File: config.mk
export PLATFORM = sky130hd
export DESIGN_NAME = x86_integer_alu_with_flags_unit
export DESIGN_NICKNAME = d
export VERILOG_FILES = /design/src/design/xalu_pkg.sv /design/src/design/xalu_ctrl.sv /design/src/design/xalu_dp.sv /design/src/design/x86_integer_alu_with_flags_unit.sv
export SDC_FILE = /design/constraint.sdc
export NUM_CORES = 2
export LEC_CHECK = 0
export BUFFER_PORTS_ARGS = -buffer_cell sky130_fd_sc_hd__buf_4
export CORE_UTILIZATION = 39
export DETAILED_ROUTE_END_ITERATION = 7
export GPL_ROUTABILITY_DRIVEN = 1
export PLACE_DENSITY_LB_ADDON = 0.2
export REMOVE_ABC_BUFFERS = 1
export SETUP_SLACK_MARGIN = 0.1
export SYNTH_ARGS = -nofsm -noshare
export SYNTH_HDL_FRONTEND = slang
export SYNTH_SLANG_ARGS = --single-unit
File: constraint.sdc
create_clock -name clock -period 13.1 [get_ports clock]
set_input_delay 1.965 -clock clock [delete_from_list [all_inputs] [get_ports clock]]
set_output_delay 1.965 -clock clock [all_outputs]
set_load 0.05 [all_outputs]
File: src/design/xalu_pkg.sv
// Shared types, operation codes and helpers for the x86 integer ALU.
`default_nettype none
package xalu_pkg;

   localparam logic [4:0] OP_ADD  = 5'd0;
   localparam logic [4:0] OP_ADC  = 5'd1;
   localparam logic [4:0] OP_SUB  = 5'd2;
   localparam logic [4:0] OP_SBB  = 5'd3;
   localparam logic [4:0] OP_MUL  = 5'd4;
   localparam logic [4:0] OP_IMUL = 5'd5;
   localparam logic [4:0] OP_DIV  = 5'd6;
   localparam logic [4:0] OP_IDIV = 5'd7;
   localparam logic [4:0] OP_MOD  = 5'd8;
   localparam logic [4:0] OP_IMOD = 5'd9;
   localparam logic [4:0] OP_AND  = 5'd10;
   localparam logic [4:0] OP_XOR  = 5'd11;
   localparam logic [4:0] OP_OR   = 5'd12;
   localparam logic [4:0] OP_SHL  = 5'd13;
   localparam logic [4:0] OP_SHR  = 5'd14;
   localparam logic [4:0] OP_SAR  = 5'd15;
   localparam logic [4:0] OP_SAL  = 5'd16;

   localparam logic [1:0] SZ_8  = 2'd0;
   localparam logic [1:0] SZ_16 = 2'd1;

   localparam logic [5:0] DIV_LAST = 6'd63;

   typedef enum logic [2:0] {
      ST_IDLE,
      ST_EXEC,
      ST_DIV,
      ST_FIN
   } state_type;

   typedef struct packed {
      logic load;
      logic mul_cap;
      logic div_init;
      logic div_step;
      logic finish;
   } cmd_type;

   typedef struct packed {
      logic is_div;
      logic div_last;
   } status_type;

   function automatic logic [31:0] size_mask(input logic [1:0] sz);
      unique case (sz)
         SZ_8:    size_mask = 32'h0000_00FF;
         SZ_16:   size_mask = 32'h0000_FFFF;
         default: size_mask = 32'hFFFF_FFFF;
      endcase
   endfunction

   function automatic logic [31:0] sext32(input logic [31:0] v, input logic [1:0] sz);
      unique case (sz)
         SZ_8:    sext32 = {{24{v[7]}}, v[7:0]};
         SZ_16:   sext32 = {{16{v[15]}}, v[15:0]};
         default: sext32 = v;
      endcase
   endfunction

   function automatic logic top_bit(input logic [31:0] v, input logic [1:0] sz);
      unique case (sz)
         SZ_8:    top_bit = v[7];
         SZ_16:   top_bit = v[15];
         default: top_bit = v[31];
      endcase
   endfunction

endpackage
`default_nettype wire

File: src/design/xalu_ctrl.sv
// Controller state machine sequencing accept, execute, divide and write-back.
`default_nettype none
module xalu_ctrl (
   input  wire logic                clock,
   input  wire logic                reset,
   input  wire logic                req_valid,
   output logic                     req_ready,
   output logic                     rsp_valid,
   input  wire logic                rsp_ready,
   input  wire xalu_pkg::status_type status,
   output xalu_pkg::cmd_type        cmd
);
   import xalu_pkg::*;

   state_type state_ff, state_in;
   logic      rsp_valid_ff, rsp_valid_in;
   logic      out_free;

   assign out_free  = !rsp_valid_ff || rsp_ready;
   assign req_ready = (state_ff == ST_IDLE);
   assign rsp_valid = rsp_valid_ff;

   always_ff @(posedge clock) begin
      if (reset) begin
         state_ff     <= ST_IDLE;
         rsp_valid_ff <= 1'b0;
      end else begin
         state_ff     <= state_in;
         rsp_valid_ff <= rsp_valid_in;
      end
   end

   always_comb begin
      state_in = state_ff;
      cmd      = '0;
      unique case (state_ff)
         ST_IDLE: begin
            if (req_valid) begin
               cmd.load = 1'b1;
               state_in = ST_EXEC;
            end
         end
         ST_EXEC: begin
            if (status.is_div) begin
               cmd.div_init = 1'b1;
               state_in     = ST_DIV;
            end else begin
               cmd.mul_cap = 1'b1;
               state_in    = ST_FIN;
            end
         end
         ST_DIV: begin
            cmd.div_step = 1'b1;
            if (status.div_last) state_in = ST_FIN;
         end
         ST_FIN: begin
            if (out_free) begin
               cmd.finish = 1'b1;
               state_in   = ST_IDLE;
            end
         end
         default: state_in = ST_IDLE;
      endcase
      rsp_valid_in = cmd.finish ? 1'b1 : (rsp_ready ? 1'b0 : rsp_valid_ff);
   end

   a_fin_free: assert property (@(posedge clock) disable iff (reset)
      cmd.finish |-> out_free) else $error("write-back over pending result");
   a_acc_exec: assert property (@(posedge clock) disable iff (reset)
      (req_valid && req_ready) |=> (state_ff == ST_EXEC)) else $error("accept not followed by exec");
   a_div_end: assert property (@(posedge clock) disable iff (reset)
      (state_ff == ST_DIV && status.div_last) |=> (state_ff == ST_FIN))
      else $error("divider did not finish");
   a_fin_valid: assert property (@(posedge clock) disable iff (reset)
      cmd.finish |=> rsp_valid_ff) else $error("finished result not presented");

endmodule
`default_nettype wire

File: src/design/xalu_dp.sv
// Datapath: operand registers, ALU, multiplier, iterative divider, flags and result register.
`default_nettype none
module xalu_dp (
   input  wire logic               clock,
   input  wire logic               reset,
   input  wire xalu_pkg::cmd_type  cmd,
   output xalu_pkg::status_type    status,
   input  wire logic [4:0]         req_mode,
   input  wire logic [63:0]        req_operand_a,
   input  wire logic [63:0]        req_operand_b,
   input  wire logic [1:0]         req_size_code,
   output logic [63:0]             rsp_result,
   output logic                    rsp_carry_out,
   output logic                    rsp_parity_out,
   output logic                    rsp_zero_out,
   output logic                    rsp_sign_out,
   output logic                    rsp_overflow_out
);
   import xalu_pkg::*;

   logic [4:0]  mode_ff;
   logic [63:0] a_ff, b_ff;
   logic [1:0]  size_ff;
   logic [63:0] prod_ff;
   logic [63:0] quot_ff, quot_in;
   logic [31:0] rem_ff, rem_in;
   logic [32:0] dvs_ff, dvs_in;
   logic [5:0]  cnt_ff;
   logic        negq_ff, negq_in, negr_ff, negr_in, dz_ff, dz_in;
   logic        cf_ff, pf_ff, zf_ff, sf_ff, of_ff;
   logic        cf_in, pf_in, zf_in, sf_in, of_in;
   logic [63:0] res_ff, res_in;
   logic        ocf_ff, opf_ff, ozf_ff, osf_ff, oof_ff;

   logic [31:0] m, aa, bb, sa, sb, r;
   logic        sgn;
   logic [32:0] ma, mb, dvs33, shifted, diff;
   logic [65:0] prod_full;
   logic [63:0] dvd, dvd_mag, qf;
   logic [31:0] remf;
   logic [32:0] sum, sub_rhs;
   logic [63:0] sh64;
   logic [4:0]  c, cm1;
   logic        set_pzs, mul_hi;

   assign m   = size_mask(size_ff);
   assign aa  = a_ff[31:0] & m;
   assign bb  = b_ff[31:0] & m;
   assign sa  = sext32(aa, size_ff);
   assign sb  = sext32(bb, size_ff);
   assign sgn = (mode_ff == OP_IMUL) || (mode_ff == OP_IDIV) || (mode_ff == OP_IMOD);

   assign ma        = sgn ? {sa[31], sa} : {1'b0, aa};
   assign mb        = sgn ? {sb[31], sb} : {1'b0, bb};
   assign prod_full = 66'($signed(ma) * $signed(mb));

   assign status.is_div   = (mode_ff == OP_DIV) || (mode_ff == OP_IDIV) ||
                            (mode_ff == OP_MOD) || (mode_ff == OP_IMOD);
   assign status.div_last = (cnt_ff == DIV_LAST);

   always_comb begin
      unique case (size_ff)
         SZ_8:    dvd = sgn ? {{48{b_ff[15]}}, b_ff[15:0]} : {48'b0, b_ff[15:0]};
         SZ_16:   dvd = sgn ? {{32{b_ff[31]}}, b_ff[31:0]} : {32'b0, b_ff[31:0]};
         default: dvd = b_ff;
      endcase
      dvs33   = ma;
      dvd_mag = dvd[63] && sgn ? 64'(-dvd) : dvd;
      dvs_in  = dvs33[32] ? 33'(-dvs33) : dvs33;
      negr_in = sgn && dvd[63];
      negq_in = sgn && (dvd[63] != dvs33[32]);
      dz_in   = (aa == 32'b0);
      shifted = {rem_ff, quot_ff[63]};
      diff    = shifted - dvs_ff;
      if (cmd.div_init) begin
         quot_in = dvd_mag;
         rem_in  = 32'b0;
      end else if (shifted >= dvs_ff) begin
         quot_in = {quot_ff[62:0], 1'b1};
         rem_in  = diff[31:0];
      end else begin
         quot_in = {quot_ff[62:0], 1'b0};
         rem_in  = shifted[31:0];
      end
      qf   = negq_ff ? 64'(-quot_ff) : quot_ff;
      remf = negr_ff ? 32'(-rem_ff) : rem_ff;
   end

   always_comb begin
      cf_in   = cf_ff;
      pf_in   = pf_ff;
      zf_in   = zf_ff;
      sf_in   = sf_ff;
      of_in   = of_ff;
      r       = 32'b0;
      res_in  = 64'b0;
      set_pzs = 1'b0;
      c       = a_ff[4:0];
      cm1     = c - 5'd1;
      sum     = {1'b0, aa} + {1'b0, bb} + {32'b0, (mode_ff == OP_ADC) & cf_ff};
      sub_rhs = {1'b0, aa} + {32'b0, (mode_ff == OP_SBB) & cf_ff};
      sh64    = {32'b0, bb} << c;
      unique case (size_ff)
         SZ_8:    mul_hi = (prod_ff[63:8] != 56'b0);
         SZ_16:   mul_hi = (prod_ff[63:16] != 48'b0);
         default: mul_hi = (prod_ff[63:32] != 32'b0);
      endcase
      unique case (mode_ff)
         OP_ADD, OP_ADC: begin
            r = sum[31:0] & m;
            unique case (size_ff)
               SZ_8:    cf_in = sum[8];
               SZ_16:   cf_in = sum[16];
               default: cf_in = sum[32];
            endcase
            of_in   = top_bit(~(aa ^ bb) & (aa ^ r), size_ff);
            set_pzs = 1'b1;
         end
         OP_SUB, OP_SBB: begin
            r       = (bb - sub_rhs[31:0]) & m;
            cf_in   = ({1'b0, bb} < sub_rhs);
            of_in   = top_bit((aa ^ bb) & (bb ^ r), size_ff);
            set_pzs = 1'b1;
         end
         OP_MUL: begin
            res_in = prod_ff;
            cf_in  = mul_hi;
            of_in  = mul_hi;
         end
         OP_IMUL: res_in = prod_ff;
         OP_DIV, OP_IDIV: res_in = dz_ff ? 64'b0 : {32'b0, qf[31:0] & m};
         OP_MOD, OP_IMOD: res_in = dz_ff ? 64'b0 : {32'b0, remf};
         OP_AND, OP_XOR, OP_OR: begin
            r = (mode_ff == OP_AND) ? (aa & bb) :
                (mode_ff == OP_XOR) ? (aa ^ bb) : (aa | bb);
            cf_in   = 1'b0;
            of_in   = 1'b0;
            set_pzs = 1'b1;
         end
         OP_SHL, OP_SHR, OP_SAR, OP_SAL: begin
            if (c == 5'd0) begin
               r = bb;
            end else begin
               set_pzs = 1'b1;
               if (mode_ff == OP_SHR) begin
                  cf_in = bb[cm1];
                  r     = (bb >> c) & m;
               end else if (mode_ff == OP_SAR) begin
                  cf_in = sb[cm1];
                  r     = 32'($signed(sb) >>> c) & m;
                  of_in = 1'b0;
               end else begin
                  unique case (size_ff)
                     SZ_8:    cf_in = sh64[8];
                     SZ_16:   cf_in = sh64[16];
                     default: cf_in = sh64[32];
                  endcase
                  r = sh64[31:0] & m;
               end
            end
         end
         default: r = 32'b0;
      endcase
      if (!(status.is_div || mode_ff == OP_MUL || mode_ff == OP_IMUL)) res_in = {32'b0, r};
      if (set_pzs) begin
         pf_in = ~^r[7:0];
         zf_in = (r == 32'b0);
         sf_in = top_bit(r, size_ff);
      end
   end

   always_ff @(posedge clock) begin
      if (reset) begin
         cf_ff <= 1'b0;
         pf_ff <= 1'b0;
         zf_ff <= 1'b0;
         sf_ff <= 1'b0;
         of_ff <= 1'b0;
      end else if (cmd.finish) begin
         cf_ff <= cf_in;
         pf_ff <= pf_in;
         zf_ff <= zf_in;
         sf_ff <= sf_in;
         of_ff <= of_in;
      end
   end

   always_ff @(posedge clock) begin
      if (cmd.load) begin
         mode_ff <= req_mode;
         a_ff    <= req_operand_a;
         b_ff    <= req_operand_b;
         size_ff <= req_size_code;
      end
      if (cmd.mul_cap) prod_ff <= prod_full[63:0];
      if (cmd.div_init) begin
         dvs_ff  <= dvs_in;
         negq_ff <= negq_in;
         negr_ff <= negr_in;
         dz_ff   <= dz_in;
         cnt_ff  <= 6'd0;
      end else if (cmd.div_step) begin
         cnt_ff <= cnt_ff + 6'd1;
      end
      if (cmd.div_init || cmd.div_step) begin
         quot_ff <= quot_in;
         rem_ff  <= rem_in;
      end
      if (cmd.finish) begin
         res_ff <= res_in;
         ocf_ff <= cf_in;
         opf_ff <= pf_in;
         ozf_ff <= zf_in;
         osf_ff <= sf_in;
         oof_ff <= of_in;
      end
   end

   assign rsp_result       = res_ff;
   assign rsp_carry_out    = ocf_ff;
   assign rsp_parity_out   = opf_ff;
   assign rsp_zero_out     = ozf_ff;
   assign rsp_sign_out     = osf_ff;
   assign rsp_overflow_out = oof_ff;

endmodule
`default_nettype wire

File: src/design/x86_integer_alu_with_flags_unit.sv
// Top level of the x86 integer ALU with CF/PF/ZF/SF/OF flags.
//  channel | handshake            | payload
//  req     | req_valid/req_ready  | mode, operand_a, operand_b, size_code
//  rsp     | rsp_valid/rsp_ready  | result, carry/parity/zero/sign/overflow
// One transaction at a time: accept, execute, write-back for most ops;
// divide and modulo add the steps of the one-bit-per-cycle restoring
// divider between execute and write-back.
// Result register decouples rsp: a new transaction is taken while a result waits.
// Synchronous reset clears flags, state and rsp_valid.
`default_nettype none
module x86_integer_alu_with_flags_unit (
   input  wire logic        clock,
   input  wire logic        reset,
   input  wire logic        req_valid,
   output logic             req_ready,
   input  wire logic [4:0]  req_mode,
   input  wire logic [63:0] req_operand_a,
   input  wire logic [63:0] req_operand_b,
   input  wire logic [1:0]  req_size_code,
   output logic             rsp_valid,
   input  wire logic        rsp_ready,
   output logic [63:0]      rsp_result,
   output logic             rsp_carry_out,
   output logic             rsp_parity_out,
   output logic             rsp_zero_out,
   output logic             rsp_sign_out,
   output logic             rsp_overflow_out
);
   import xalu_pkg::*;

   cmd_type    cmd;
   status_type status;

   xalu_ctrl u_ctrl (
      .clock     (clock),
      .reset     (reset),
      .req_valid (req_valid),
      .req_ready (req_ready),
      .rsp_valid (rsp_valid),
      .rsp_ready (rsp_ready),
      .status    (status),
      .cmd       (cmd)
   );

   xalu_dp u_dp (
      .clock            (clock),
      .reset            (reset),
      .cmd              (cmd),
      .status           (status),
      .req_mode         (req_mode),
      .req_operand_a    (req_operand_a),
      .req_operand_b    (req_operand_b),
      .req_size_code    (req_size_code),
      .rsp_result       (rsp_result),
      .rsp_carry_out    (rsp_carry_out),
      .rsp_parity_out   (rsp_parity_out),
      .rsp_zero_out     (rsp_zero_out),
      .rsp_sign_out     (rsp_sign_out),
      .rsp_overflow_out (rsp_overflow_out)
   );

endmodule
`default_nettype wire
==> summary.md <==
| Metric | Value |
|---|---|
| Status | finished, violations left |
| Failing checks | capacitance limit, slew limit |
| Initial antenna violation count | 24 |
| Synth Cell Area | 68600 um2 |
| Routed Antenna Nets | 0 |
| 1st-iter DRT viols | 7096 |
| Layout cells sized above 1 | 0.0868 |
| Post-cts resize count | 0 |
| CTS Buffer Depth | 3 |
| Post-synthesis async set-or-reset flop share | 0 |
| Die height | 422 um |
| Post-synthesis register bit count | 382 |
| Worst-margin pin slew | 1.51 ns |
| Yosys Warn Count | 0 |
| WS Path Type | reg2reg |
| Ys flop type | edfxtp_1 |
| CP max stage delay | 1.18 ns |
| Finished Core Util | 0.430 |
| CTS H-tree lvls | 2 |
| Remaining DRCs | 0 |
| Largest net degree at the start of global routing | 108 |
| Die area | 178000 um2 |
| Post-synth EDFFs | 368 |
| Core ar. | 174000 um2 |
| Final Hold Viols | 0 |
| Clock-pin slew on the worst setup and hold paths | 0.06 ns |
| Beginning of the critical path | u_dp.size_ff[1] |
| Later-pin clock latency in the skew report | 0.70 ns |
| Post-CTS Hold Fix Bufs | 0 |
| Nets | 9447 |
| Worst endpoint required time | 13.51 ns |
| Final Cycle Share | 0.921 |
| Num CTS Buffers | 48 |
| Post-CTS setup buffer count | 0 |
| Final Setup Violations | 0 |
| GRT Total Usage | 0.340 |
| Port Buffers | 177 |
| Max-slew violation count | 2 |
| Startpoint Class | flop |
| Gr ovfl total | 0 |
| Placer congestion estimate | 1.05 |
| RR Endpoint | u_dp.prod_ff[62] |
| R2r setup slk | 1.04 ns |
| Most used cell, CP | fa_1 |
| Vias in the first global route | 60.3k |
| Routed wire length | 304000 um |
| Slowest CP cell | o21ai_0 |
| Layout area overhead | 9.19% |
| Vias | 60.0k |
| Vias per cell | 5.89 |
| FILL cells | 17.4k |
| Synth Instances | 7785 |
| Sequential share of the synthesized area | 0.165 |
| Crit path to | u_dp.prod_ff[62] |
| Worst R2R Path Depth | 33 |
| Initial Util | 0.394 |
| Fmax | 0.0829 GHz |
| Global-route wire length before repair | 435000 um |
| Core Rows | 153 |
| Arrival time worst endpoint | 12.47 ns |
| CTS sink cnt | 382 |
| Max transition margin | -0.0320 |
| CTS root buf | clkbuf_16 |
| Count of different cell masters after synthesis | 96 |
| Max Cap Viol | 2 |
| CTS tree | done |
| Hpwl dp | 237000 um |
| CP Capture Type | flop |
| Worst Hold Class | reg2reg |
| Maximum fanout along the worst path | 12 |
| Drt pass-1 iters | 8 |
| Setup Skew | 0.0358 ns |
| Minimum clock period | 12.06 ns |
| I/O pins | 210 |
| Unrepaired setup endpoints after global routing | false |
| Die Span X | 422 um |
| R2r startpoint | u_dp.size_ff[1] |
| Wire length per cell | 29.8 um |
| Synth Area per Inst | 8.82 um2 |
Yosys cell counts, drive strengths merged (17+ instances only):
cell | n | share of area
inv | 1244 | 0.068
fa | 1129 | 0.33
nand2 | 1002 | 0.055
nor2 | 911 | 0.050
clkbuf | 375 | 0.021
edfxtp | 368 | 0.16
ha | 358 | 0.065
o21ai | 309 | 0.023
a21oi | 283 | 0.021
xnor2 | 215 | 0.027
xor2 | 104 | 0.013
nand3 | 102 | 0.0074
mux2i | 93 | 0.014
a21o | 85 | 0.0093
nor3 | 78 | 0.0057
buf | 71 | 0.0046
a211oi | 67 | 0.0074
and2 | 62 | 0.0057
nor4 | 52 | 0.0048
a31oi | 50 | 0.0046
o31ai | 49 | 0.0054
nand4 | 47 | 0.0043
nor2b | 46 | 0.0042
o22ai | 46 | 0.0042
mux2 | 42 | 0.0069
nand2b | 42 | 0.0038
o211ai | 42 | 0.0046
or3 | 33 | 0.0030
mux4 | 32 | 0.010
and3 | 30 | 0.0027
o21bai | 28 | 0.0031
o21a | 27 | 0.0030
or4 | 27 | 0.0030
a221oi | 22 | 0.0029
o41ai | 18 | 0.0024
a211o | 17 | 0.0022
per-stage QoR:
step | TNS (ns) | setup WS, ns | std cells | hold slack, ns | area [um2]
detailed placement | 0 | 1.24 | 10100 | 0.457 | 73300
finish | 0 | 1.04 | 10200 | 0.471 | 75000
global route | 0 | 0.815 | 10200 | 0.498 | 74900
global placement | 0 | 1.33 | 10100 | 0.445 | 73300
CTS | 0 | 1.19 | 10200 | 0.465 | 74900
floorplan | -4.72 | -0.628 | 7339 | 0.431 | 66900
registers in the layout (all words and copies together), names as in the netlist, 2 cells and up:
register         flops
u_dp.b_ff           64
u_dp.prod_ff        64
u_dp.quot_ff        64
u_dp.rsp_result     64
u_dp.dvs_ff         33
u_dp.a_ff           32
u_dp.rem_ff         32
u_dp.cnt_ff          6
u_dp.mode_ff         5
u_ctrl.state_ff      2
u_dp.size_ff         2
area by class of cell:
| type | instances | area (um2) | area share |
|---|---|---|---|
| antenna | 11 | 27.5 | 0.000367 |
| clock buffer | 62 | 1270 | 0.0170 |
| clock inverter | 27 | 327 | 0.00436 |
| inverter | 1249 | 4690 | 0.0626 |
| multi-input combinational | 5708 | 51100 | 0.682 |
| sequential | 382 | 11300 | 0.151 |
| tap | 2325 | 2910 | 0.0388 |
| timing repair buffer | 432 | 3290 | 0.0439 |
layer usage:
metal | up-vias | track usage | part of all wire
met5 | - | 0 | 0.00046
met4 | 18 | 0.218 | 0.080
met3 | 838 | 0.0721 | 0.094
met2 | 3401 | 0.504 | 0.42
met1 | 30400 | 0.450 | 0.40
li1 | 25400 | - | -
critical path: cells and delay by family, from the launching register on:
kind | cells | cell delay, ns
compound gates | 9 | 3.56
xor+xnor | 1 | 0.10
fa+ha+maj | 9 | 4.51
buf+inv | 9 | 1.55
flops | 1 | 0.84
simple gates | 5 | 1.21
worst min path at each step:
stage          startpoint    endpoint  slack [ns]  depth (start not counted)
2_1_floorplan  u_dp.pf_ff  u_dp.pf_ff        0.43                          2
3_3_place_gp   u_dp.pf_ff  u_dp.pf_ff        0.44                          2
3_5_place_dp   u_dp.pf_ff  u_dp.pf_ff        0.46                          2
4_1_cts        u_dp.pf_ff  u_dp.pf_ff        0.47                          2
5_1_grt        u_dp.pf_ff  u_dp.pf_ff        0.50                          2
6_report       u_dp.pf_ff  u_dp.pf_ff        0.47                          2
logic make-up (layout without fill, tap and decap cells):
logic type | Yosys count | count (layout) | synth area share
XOR/XNOR | 319 | 319 | 0.0407
AND/OR/NAND/NOR | 2483 | 2483 | 0.155
flip-flops | 382 | 382 | 0.165
buffers and inverters | 1695 | 1770 | 0.0934
multiplexers | 167 | 167 | 0.0311
AO/OA/AOI/OAI | 1251 | 1251 | 0.120
adder cells (fa/ha/maj) | 1487 | 1487 | 0.394
other | 1 | 12 | 0.0000546
cells in the final DEF (no fill, tap or decap), drive strengths merged, types with 50 or more instances in the layout:
master / count
nand2: 1002
a21oi: 283
fa: 1129
ha: 358
clkbuf: 62
xnor2: 215
inv: 1248
edfxtp: 368
and2: 62
nor4: 52
o21ai: 309
nor3: 78
nor2: 911
a31oi: 50
buf: 432
nand3: 102
mux2i: 93
a211oi: 67
xor2: 104
a21o: 85
Power is not shown: default switching activity piles up to over one toggle a cycle in this logic, so the estimate is an artifact.
